**config.mk**
```make
export PLATFORM = sky130hd
export DESIGN_NAME = shaft_speed_window_monitor_unit
export DESIGN_NICKNAME = d
export VERILOG_FILES = /design/src/rtl/core/ssw_pkg.sv /design/src/rtl/core/ssw_cfg_regs.sv /design/src/rtl/core/ssw_judge.sv /design/src/rtl/core/shaft_speed_window_monitor_unit.sv
export SDC_FILE = /design/constraint.sdc
export NUM_CORES = 1
export LEC_CHECK = 0
export BUFFER_PORTS_ARGS = -buffer_cell sky130_fd_sc_hd__buf_2
export CAP_MARGIN = 5
export CELL_PAD_IN_SITES_DETAIL_PLACEMENT = 0
export CELL_PAD_IN_SITES_GLOBAL_PLACEMENT = 1
export CORE_UTILIZATION = 35
export DETAILED_ROUTE_END_ITERATION = 10
export GPL_ROUTABILITY_DRIVEN = 0
export PLACE_DENSITY = 0.73
export SETUP_SLACK_MARGIN = 0.05
export SLEW_MARGIN = 20
export SYNTH_ARGS = -nofsm -noshare
export SYNTH_HDL_FRONTEND = slang
export SYNTH_HIERARCHICAL = 1
export SYNTH_SLANG_ARGS = --single-unit
```
**constraint.sdc**
```tcl
create_clock -name clk -period 7.1 [get_ports clk]
set_clock_uncertainty 0.1 [all_clocks]
set_input_delay 0 -clock clk [delete_from_list [all_inputs] [get_ports clk]]
set_output_delay 0 -clock clk [all_outputs]
set_load 0.01 [all_outputs]
```
**src/rtl/core/ssw_pkg.sv**
```systemverilog
package ssw_pkg;

  typedef enum logic [1:0] {
    ST_OTHER    = 2'd0,
    ST_RUN      = 2'd1,
    ST_STOPPING = 2'd2,
    ST_FAULT    = 2'd3
  } esc_state_t;

  typedef enum logic {
    FUNC_TICK  = 1'b0,
    FUNC_PULSE = 1'b1
  } func_t;

  localparam int unsigned CFG_IDX_W = 3;
  localparam int unsigned CFG_DATA_W = 16;

  localparam logic [CFG_IDX_W-1:0] REG_OVERSPEED_IV  = 3'd0;
  localparam logic [CFG_IDX_W-1:0] REG_UNDERSPEED_IV = 3'd1;
  localparam logic [CFG_IDX_W-1:0] REG_GRACE_TICKS   = 3'd2;
  localparam logic [CFG_IDX_W-1:0] REG_NO_PULSE_LIM  = 3'd3;
  localparam logic [CFG_IDX_W-1:0] REG_TIMEOUT_LIM   = 3'd4;

  localparam logic [14:0] RUN_CAP     = 15'd20000;
  localparam logic [13:0] TIMEOUT_CAP = 14'd10000;
  localparam logic [7:0]  NOPULSE_CAP = 8'd200;
  localparam logic [7:0]  COUNT_CAP   = 8'd255;
  localparam logic [7:0]  BAD_LIMIT   = 8'd5;
  localparam logic [7:0]  GOOD_LIMIT  = 8'd10;

  localparam int unsigned FLAG_OVER    = 0;
  localparam int unsigned FLAG_UNDER   = 1;
  localparam int unsigned FLAG_TIMEOUT = 2;

  typedef struct packed {
    func_t       func;
    esc_state_t  esc_state;
    logic [15:0] pulse_interval;
    logic [15:0] speed_freq;
  } ssw_in_t;

  typedef struct packed {
    logic overspeed_fault;
    logic underspeed_fault;
    logic timeout_fault;
    logic stop_done;
  } ssw_out_t;

  typedef struct packed {
    logic [15:0] overspeed_interval;
    logic [15:0] underspeed_interval;
    logic [14:0] underspeed_grace_ticks;
    logic [7:0]  no_pulse_limit_ticks;
    logic [13:0] timeout_limit_ticks;
  } ssw_cfg_t;

endpackage

```
**src/rtl/core/ssw_cfg_regs.sv**
```systemverilog
module ssw_cfg_regs
  import ssw_pkg::*;
(
  input  logic                  clk,
  input  logic                  rst_n,
  input  logic                  wr_en,
  input  logic [CFG_IDX_W-1:0]  wr_index,
  input  logic [CFG_DATA_W-1:0] wr_data,
  output ssw_cfg_t              cfg
);

  ssw_cfg_t cfg_r;

  always_ff @(posedge clk) begin
    if (!rst_n) begin
      cfg_r.overspeed_interval     <= 16'd1000;
      cfg_r.underspeed_interval    <= 16'd5000;
      cfg_r.underspeed_grace_ticks <= 15'd500;
      cfg_r.no_pulse_limit_ticks   <= 8'd100;
      cfg_r.timeout_limit_ticks    <= 14'd1600;
    end else if (wr_en) begin
      case (wr_index)
        REG_OVERSPEED_IV:  cfg_r.overspeed_interval     <= wr_data;
        REG_UNDERSPEED_IV: cfg_r.underspeed_interval    <= wr_data;
        REG_GRACE_TICKS:   cfg_r.underspeed_grace_ticks <= wr_data[14:0];
        REG_NO_PULSE_LIM:  cfg_r.no_pulse_limit_ticks   <= wr_data[7:0];
        REG_TIMEOUT_LIM:   cfg_r.timeout_limit_ticks    <= wr_data[13:0];
        default: ;
      endcase
    end
  end

  assign cfg = cfg_r;

endmodule

```
**src/rtl/core/ssw_judge.sv**
```systemverilog
module ssw_judge
  import ssw_pkg::*;
(
  input  logic     clk,
  input  logic     rst_n,
  input  logic     step,
  input  ssw_in_t  item,
  input  ssw_cfg_t cfg,
  output ssw_out_t result
);

  logic [14:0] run_ticks_r, run_ticks_nxt;
  logic [13:0] timeout_ticks_r, timeout_ticks_nxt;
  logic [7:0]  no_pulse_ticks_r, no_pulse_ticks_nxt;
  logic [7:0]  good_count_r, good_count_nxt;
  logic [7:0]  bad_count_r, bad_count_nxt;
  logic        pulse_seen_r, pulse_seen_nxt;
  esc_state_t  prev_state_r, prev_state_nxt;
  logic [2:0]  fault_flags_r, fault_flags_nxt;
  logic        stopped_r, stopped_nxt;

  always_comb begin
    logic run_st;
    logic stop_st;
    run_st  = (item.esc_state == ST_RUN);
    stop_st = (item.esc_state == ST_STOPPING);

    run_ticks_nxt      = run_ticks_r;
    timeout_ticks_nxt  = timeout_ticks_r;
    no_pulse_ticks_nxt = no_pulse_ticks_r;
    good_count_nxt     = good_count_r;
    bad_count_nxt      = bad_count_r;
    pulse_seen_nxt     = pulse_seen_r;
    prev_state_nxt     = prev_state_r;
    fault_flags_nxt    = fault_flags_r;
    stopped_nxt        = stopped_r;

    if (item.func == FUNC_PULSE) begin
      // pulses outside run or stopping are dropped
      if (run_st || stop_st) begin
        no_pulse_ticks_nxt = '0;
        pulse_seen_nxt     = 1'b1;
        if (item.pulse_interval < cfg.overspeed_interval) begin
          if (bad_count_nxt < COUNT_CAP) bad_count_nxt = bad_count_nxt + 8'd1;
          good_count_nxt = '0;
          if (bad_count_nxt >= BAD_LIMIT) begin
            fault_flags_nxt[FLAG_OVER] = 1'b1;
            run_ticks_nxt = '0;
          end
        end else begin
          if (good_count_nxt < COUNT_CAP) good_count_nxt = good_count_nxt + 8'd1;
          if (good_count_nxt >= GOOD_LIMIT) bad_count_nxt = '0;
        end
        if (run_st && (bad_count_nxt < BAD_LIMIT) &&
            (run_ticks_nxt > cfg.underspeed_grace_ticks) &&
            (item.pulse_interval > cfg.underspeed_interval)) begin
          fault_flags_nxt[FLAG_UNDER] = 1'b1;
          run_ticks_nxt = '0;
        end
      end
    end else begin
      if (run_st && (prev_state_r != ST_RUN)) begin
        run_ticks_nxt  = '0;
        bad_count_nxt  = '0;
        good_count_nxt = '0;
        pulse_seen_nxt = 1'b0;
      end else if (stop_st && (prev_state_r != ST_STOPPING)) begin
        stopped_nxt       = 1'b0;
        timeout_ticks_nxt = '0;
      end

      if (!run_st) begin
        if (timeout_ticks_nxt < TIMEOUT_CAP) timeout_ticks_nxt = timeout_ticks_nxt + 14'd1;
        if ((timeout_ticks_nxt > cfg.timeout_limit_ticks) && (item.speed_freq > 16'd1))
          fault_flags_nxt[FLAG_TIMEOUT] = 1'b1;
      end

      if (run_st || stop_st) begin
        if (run_ticks_nxt < RUN_CAP) run_ticks_nxt = run_ticks_nxt + 15'd1;
        if (pulse_seen_nxt) begin
          no_pulse_ticks_nxt = '0;
          pulse_seen_nxt     = 1'b0;
        end else if (run_st) begin
          if (no_pulse_ticks_nxt < NOPULSE_CAP)
            no_pulse_ticks_nxt = no_pulse_ticks_nxt + 8'd1;
          if ((run_ticks_nxt > cfg.underspeed_grace_ticks) &&
              (no_pulse_ticks_nxt > cfg.no_pulse_limit_ticks)) begin
            fault_flags_nxt[FLAG_UNDER] = 1'b1;
            run_ticks_nxt = '0;
          end
        end
        if (stop_st && (item.speed_freq == 16'd0)) stopped_nxt = 1'b1;
      end

      prev_state_nxt = item.esc_state;
    end
  end

  always_ff @(posedge clk) begin
    if (!rst_n) begin
      run_ticks_r      <= '0;
      timeout_ticks_r  <= '0;
      no_pulse_ticks_r <= '0;
      good_count_r     <= '0;
      bad_count_r      <= '0;
      pulse_seen_r     <= 1'b0;
      prev_state_r     <= ST_OTHER;
      fault_flags_r    <= '0;
      stopped_r        <= 1'b0;
    end else if (step) begin
      run_ticks_r      <= run_ticks_nxt;
      timeout_ticks_r  <= timeout_ticks_nxt;
      no_pulse_ticks_r <= no_pulse_ticks_nxt;
      good_count_r     <= good_count_nxt;
      bad_count_r      <= bad_count_nxt;
      pulse_seen_r     <= pulse_seen_nxt;
      prev_state_r     <= prev_state_nxt;
      fault_flags_r    <= fault_flags_nxt;
      stopped_r        <= stopped_nxt;
    end
  end

  assign result.overspeed_fault  = fault_flags_nxt[FLAG_OVER];
  assign result.underspeed_fault = fault_flags_nxt[FLAG_UNDER];
  assign result.timeout_fault    = fault_flags_nxt[FLAG_TIMEOUT];
  assign result.stop_done        = stopped_nxt;

endmodule

```
**src/rtl/core/shaft_speed_window_monitor_unit.sv**
```systemverilog
// An accepted request passes the input register, then the result register.
// Throughput: one request per cycle; the input register feeds the judge
// and result register in one pass; requests flow back to back unless stalled.
// Reset (synchronous, rst_n low): clears counters, fault flags and stop done,
// empties both registers and restores the threshold registers to defaults.
module shaft_speed_window_monitor_unit
  import ssw_pkg::*;
(
  input  logic                  clk,
  input  logic                  rst_n,
  input  logic                  in_valid,
  output logic                  in_stall,
  input  ssw_in_t               in_data,
  output logic                  out_valid,
  input  logic                  out_stall,
  output ssw_out_t              out_data,
  input  logic                  cfg_valid,
  output logic                  cfg_ready,
  input  logic [CFG_IDX_W-1:0]  cfg_index,
  input  logic [CFG_DATA_W-1:0] cfg_data
);

  logic     stage_valid_r;
  ssw_in_t  stage_data_r;
  logic     out_valid_r;
  ssw_out_t out_data_r;
  logic     advance;
  ssw_cfg_t cfg;
  ssw_out_t result;

  assign cfg_ready = 1'b1;

  ssw_cfg_regs u_cfg (
    .clk      (clk),
    .rst_n    (rst_n),
    .wr_en    (cfg_valid && cfg_ready),
    .wr_index (cfg_index),
    .wr_data  (cfg_data),
    .cfg      (cfg)
  );

  // move the held request into the result register when that slot frees up
  assign advance  = stage_valid_r && (!out_valid_r || !out_stall);
  assign in_stall = stage_valid_r && !advance;

  ssw_judge u_judge (
    .clk    (clk),
    .rst_n  (rst_n),
    .step   (advance),
    .item   (stage_data_r),
    .cfg    (cfg),
    .result (result)
  );

  always_ff @(posedge clk) begin
    if (!rst_n) begin
      stage_valid_r <= 1'b0;
    end else if (!in_stall) begin
      stage_valid_r <= in_valid;
    end
  end

  always_ff @(posedge clk) begin
    if (!in_stall && in_valid) begin
      stage_data_r <= in_data;
    end
  end

  always_ff @(posedge clk) begin
    if (!rst_n) begin
      out_valid_r <= 1'b0;
    end else if (advance) begin
      out_valid_r <= 1'b1;
    end else if (!out_stall) begin
      out_valid_r <= 1'b0;
    end
  end

  always_ff @(posedge clk) begin
    if (advance) begin
      out_data_r <= result;
    end
  end

  assign out_valid = out_valid_r;
  assign out_data  = out_data_r;

endmodule

```
==> flow_summary.ini <==
[routing]
first_pass_iters = 5
routed_wl_mm = 25.7
drt.antenna.violating_nets = 0
drt_iter0_markers = 461
drc = 0
viasPerCell = 5.10
vias = 8303
wl_per_cell_um = 15.8

[global_routing]
grt_pass1_vias = 8079
grt_overflow = 0
grt_pass1_wl_mm = 41.9
grtUsageMet2_pct = 30.7
antenna_found_initial = 0
grtUsageMet3_pct = 2.16
gr-usage-met1_pct = 24.2
grt-busiest-layer = met2
grt_max_degree = 73
grtUsageTotal_pct = 18.2

[synthesis]
ys_warn_count = 6
ys_types = 75
syn_nets = 1286
synth_ff_type = dfxtp_1
syn_area_sq_mm = 0.0101
yosys.area.top_type = dfxtp_1
avgSynthCellArea_sq_um = 8.88
synth-seq-cells = 170
seq_area_frac_synth_pct = 37.6
synthTopCellsByCount = dfxtp_1, nand2_1, ha_1
synthTopCellsByArea = dfxtp_1, edfxtp_1, ha_1
async_flop_share_pct = 0
synth_top_area_share_pct = 26.0
syn-instance-count = 1136
synth.most_common_cell = dfxtp_1
synth_edf_count = 39

[cts]
cts_tree = yes
h-tree-depth = 4
cts_buffers = 17
cts_setup_buffers = 0
root_buffer = clkbuf_16
clock_latency_ps = 440
clock_sinks = 170
path_clk_slew_ps = 80
cts_buffer_depth = 2

[power_and_ir_drop]
clkPwrFrac_pct = 43.9
p_int_mw = 1.60
combinationalPowerShare_pct = 9.1
switchingPower_mw = 0.583
pwr-share-seq_pct = 47.0
p_leak_nw = 5.10
total_power_mw = 2.19
switching_share_pct = 26.7
p_per_area_mw_per_mm2 = 183
peakVddDrop_mv = 0.135

[sta]
finalHoldViolCount = 0
tightest_slew_ps = 1060
relSlewSlack_pct = 29.0
finalSetupViolations = 0
setup_tns_ps = 0
min_period_over_period_pct = 76.7
max_freq_mhz = 184
grt_setup_unrepaired = no
period_needed_ps = 5440
final_max_slew_viol_count = 0

[worst_setup_path]
reg2reg_to = u_judge/run_ticks_r[11]$_SDFFE_PN0P_
startpoint_type = register
worst-path-buf-inv = 0
worstPathMaxFanout = 16
r2r-start = stage_data_r[21]$_DFFE_PP_
r2r_slack_ps = 1660
required_ps = 7360
cpLargestDelayFamily = compound AO/OA/AOI/OAI gates
max_stage_delay_ps = 830
reg2reg_depth = 16
path_class = reg2reg
worstPathArrival_ps = 5710
critical_path.cell_chain = ha_1 -> a211o_1 -> a21oi_1 -> o311ai_1 -> a21oi_2 -> o21ai_1 -> and2_1 -> ha_1 -> nand4_1 -> or4_1 -> nand4_1 -> a211o_1 -> a2111o_1 -> o31ai_1 -> a21oi_1 -> a22o_1
crit_path_end_kind = register
crit_slowest_cell = a21oi_1

[floorplanning]
ioPinCount = 66
die_y_um = 172
start_util_pct = 35.9
die_area_sq_mm = 0.0295
core_area_sq_mm = 0.0281
rows = 61
die_width_um = 172

[hold_path]
whs_path_depth = 3
min-delay-start = cfg_valid
hold_end = u_cfg/cfg[8]$_SDFFE_PN0P_
hold_class = in2reg

[layout]
fin_cells = 1628
nets = 1387
syn_to_final_growth_pct = 18.6
layout-drive-gt1-share_pct = 10.2
diodes = 0

[outcome]
status = completed

[place]
portBuffers = 64
dp_hpwl_mm = 18.4
post-place-cells = 1535

[job]
cap_violations = 0
## per-layer routing
metal | vias to the layer above | share of wire [%]
li1 | 4234 | -
met1 | 3911 | 49
met2 | 141 | 48
met3 | 17 | 2.5
met4 | 0 | 1.2
met5 | - | 0
## cell families after synthesis
kind of cell	Yosys count	share of synthesized area, %
flops	170	37.6
fa+ha+maj	92	11.4
other cells	1	0.0372
mux	76	7.60
simple gates	408	20.8
xor+xnor	29	2.52
compound gates	229	14.9
buf+inv	131	5.18
## flip-flops by register name, indices dropped and copies added (netlist names)
name,flops
u_cfg/cfg,69
u_judge/bad_count_r,8
stage_valid_r,1
u_judge/no_pulse_ticks_r,8
u_judge/good_count_r,8
stage_data_r,35
u_judge/run_ticks_r,15
out_data,4
u_judge/stopped_r,1
u_judge/fault_flags_r,3
out_valid,1
u_judge/prev_state_r,2
u_judge/pulse_seen_r,1
u_judge/timeout_ticks_r,14
## metrics by stage
step	hold WS [ps]	area [sq um]	worst slack [ps]	util [%]
3_3_place_gp	76.4	10800	1690	38.3
3_5_place_dp	78.1	10800	1680	38.3
6_report	67.3	12000	1660	42.6
5_1_grt	58.4	12000	1250	42.6
2_1_floorplan	-1.13	10100	2670	-
4_1_cts	44.1	12000	1640	42.6
## how the worst max path moves through the flow
| stage | start | to | slack (ps) | depth (start not counted) |
|---|---|---|---|---|
| final | stage_data_r[21]$_DFFE_PP_ | u_judge/run_ticks_r[11]$_SDFFE_PN0P_ | 1660 | 16 |
| after global routing | stage_data_r[21]$_DFFE_PP_ | u_judge/run_ticks_r[11]$_SDFFE_PN0P_ | 1250 | 18 |
| after global placement | stage_data_r[33]$_DFFE_PP_ | out_data[1]$_DFFE_PP_ | 1690 | 18 |
| after CTS | stage_data_r[33]$_DFFE_PP_ | out_data[1]$_DFFE_PP_ | 1640 | 18 |
| after detailed placement | stage_data_r[33]$_DFFE_PP_ | out_data[1]$_DFFE_PP_ | 1680 | 18 |
| after floorplan | stage_data_r[21]$_DFFE_PP_ | u_judge/run_ticks_r[11]$_SDFFE_PN0P_ | 2670 | 20 |
## worst min-delay path: cells and delay by family
| family | cells | cell delay [ps] |
|---|---|---|
| muxes | 1 | 120 |
| and+or+nand+nor | 1 | 280 |
| buffers and inverters | 1 | 150 |
## cell usage in the layout (no fill, tap or decap), types with 19 or more instances in the layout
cell type	Yosys	routed
inv_1	79	79
nand4_1	27	27
a21oi_1	63	63
buf_2	9	63
nor2_1	70	70
and2_1	20	20
ha_1	91	91
mux2i_1	71	71
o21ai_0	44	44
xor2_1	19	19
nand2_1	130	130
dfxtp_1	131	131
dlygate4sd3_1	0	61
edfxtp_1	39	39
nor2b_1	50	49
nand3_1	28	28
## power by group through the flow
stage,clock [mW],combinational [mW],sequential (mW)
2_1_floorplan,0,0.111,1.05
3_3_place_gp,0,0.171,1.05
3_5_place_dp,0,0.173,1.05
4_1_cts,0.978,0.198,1.03
5_1_grt,1.02,0.220,1.03
6_report,0.960,0.199,1.03
## repair_timing
action | in CTS | in global routing
endpoints found under the hold margin | 121 | 0
hold buffers | 61 | 0
gates resized for setup | 0 | 0
## area by class of cell
class                      count  area [sq um]
fill                        2782         16100
tap                          378           473
sequential                   170          3790
inverter                      80           300
multi-input combinational    835          5810
timing repair buffer         133           993
clock inverter                15           171
clock buffer                  17           425
(Power assumes the default switching activity.)
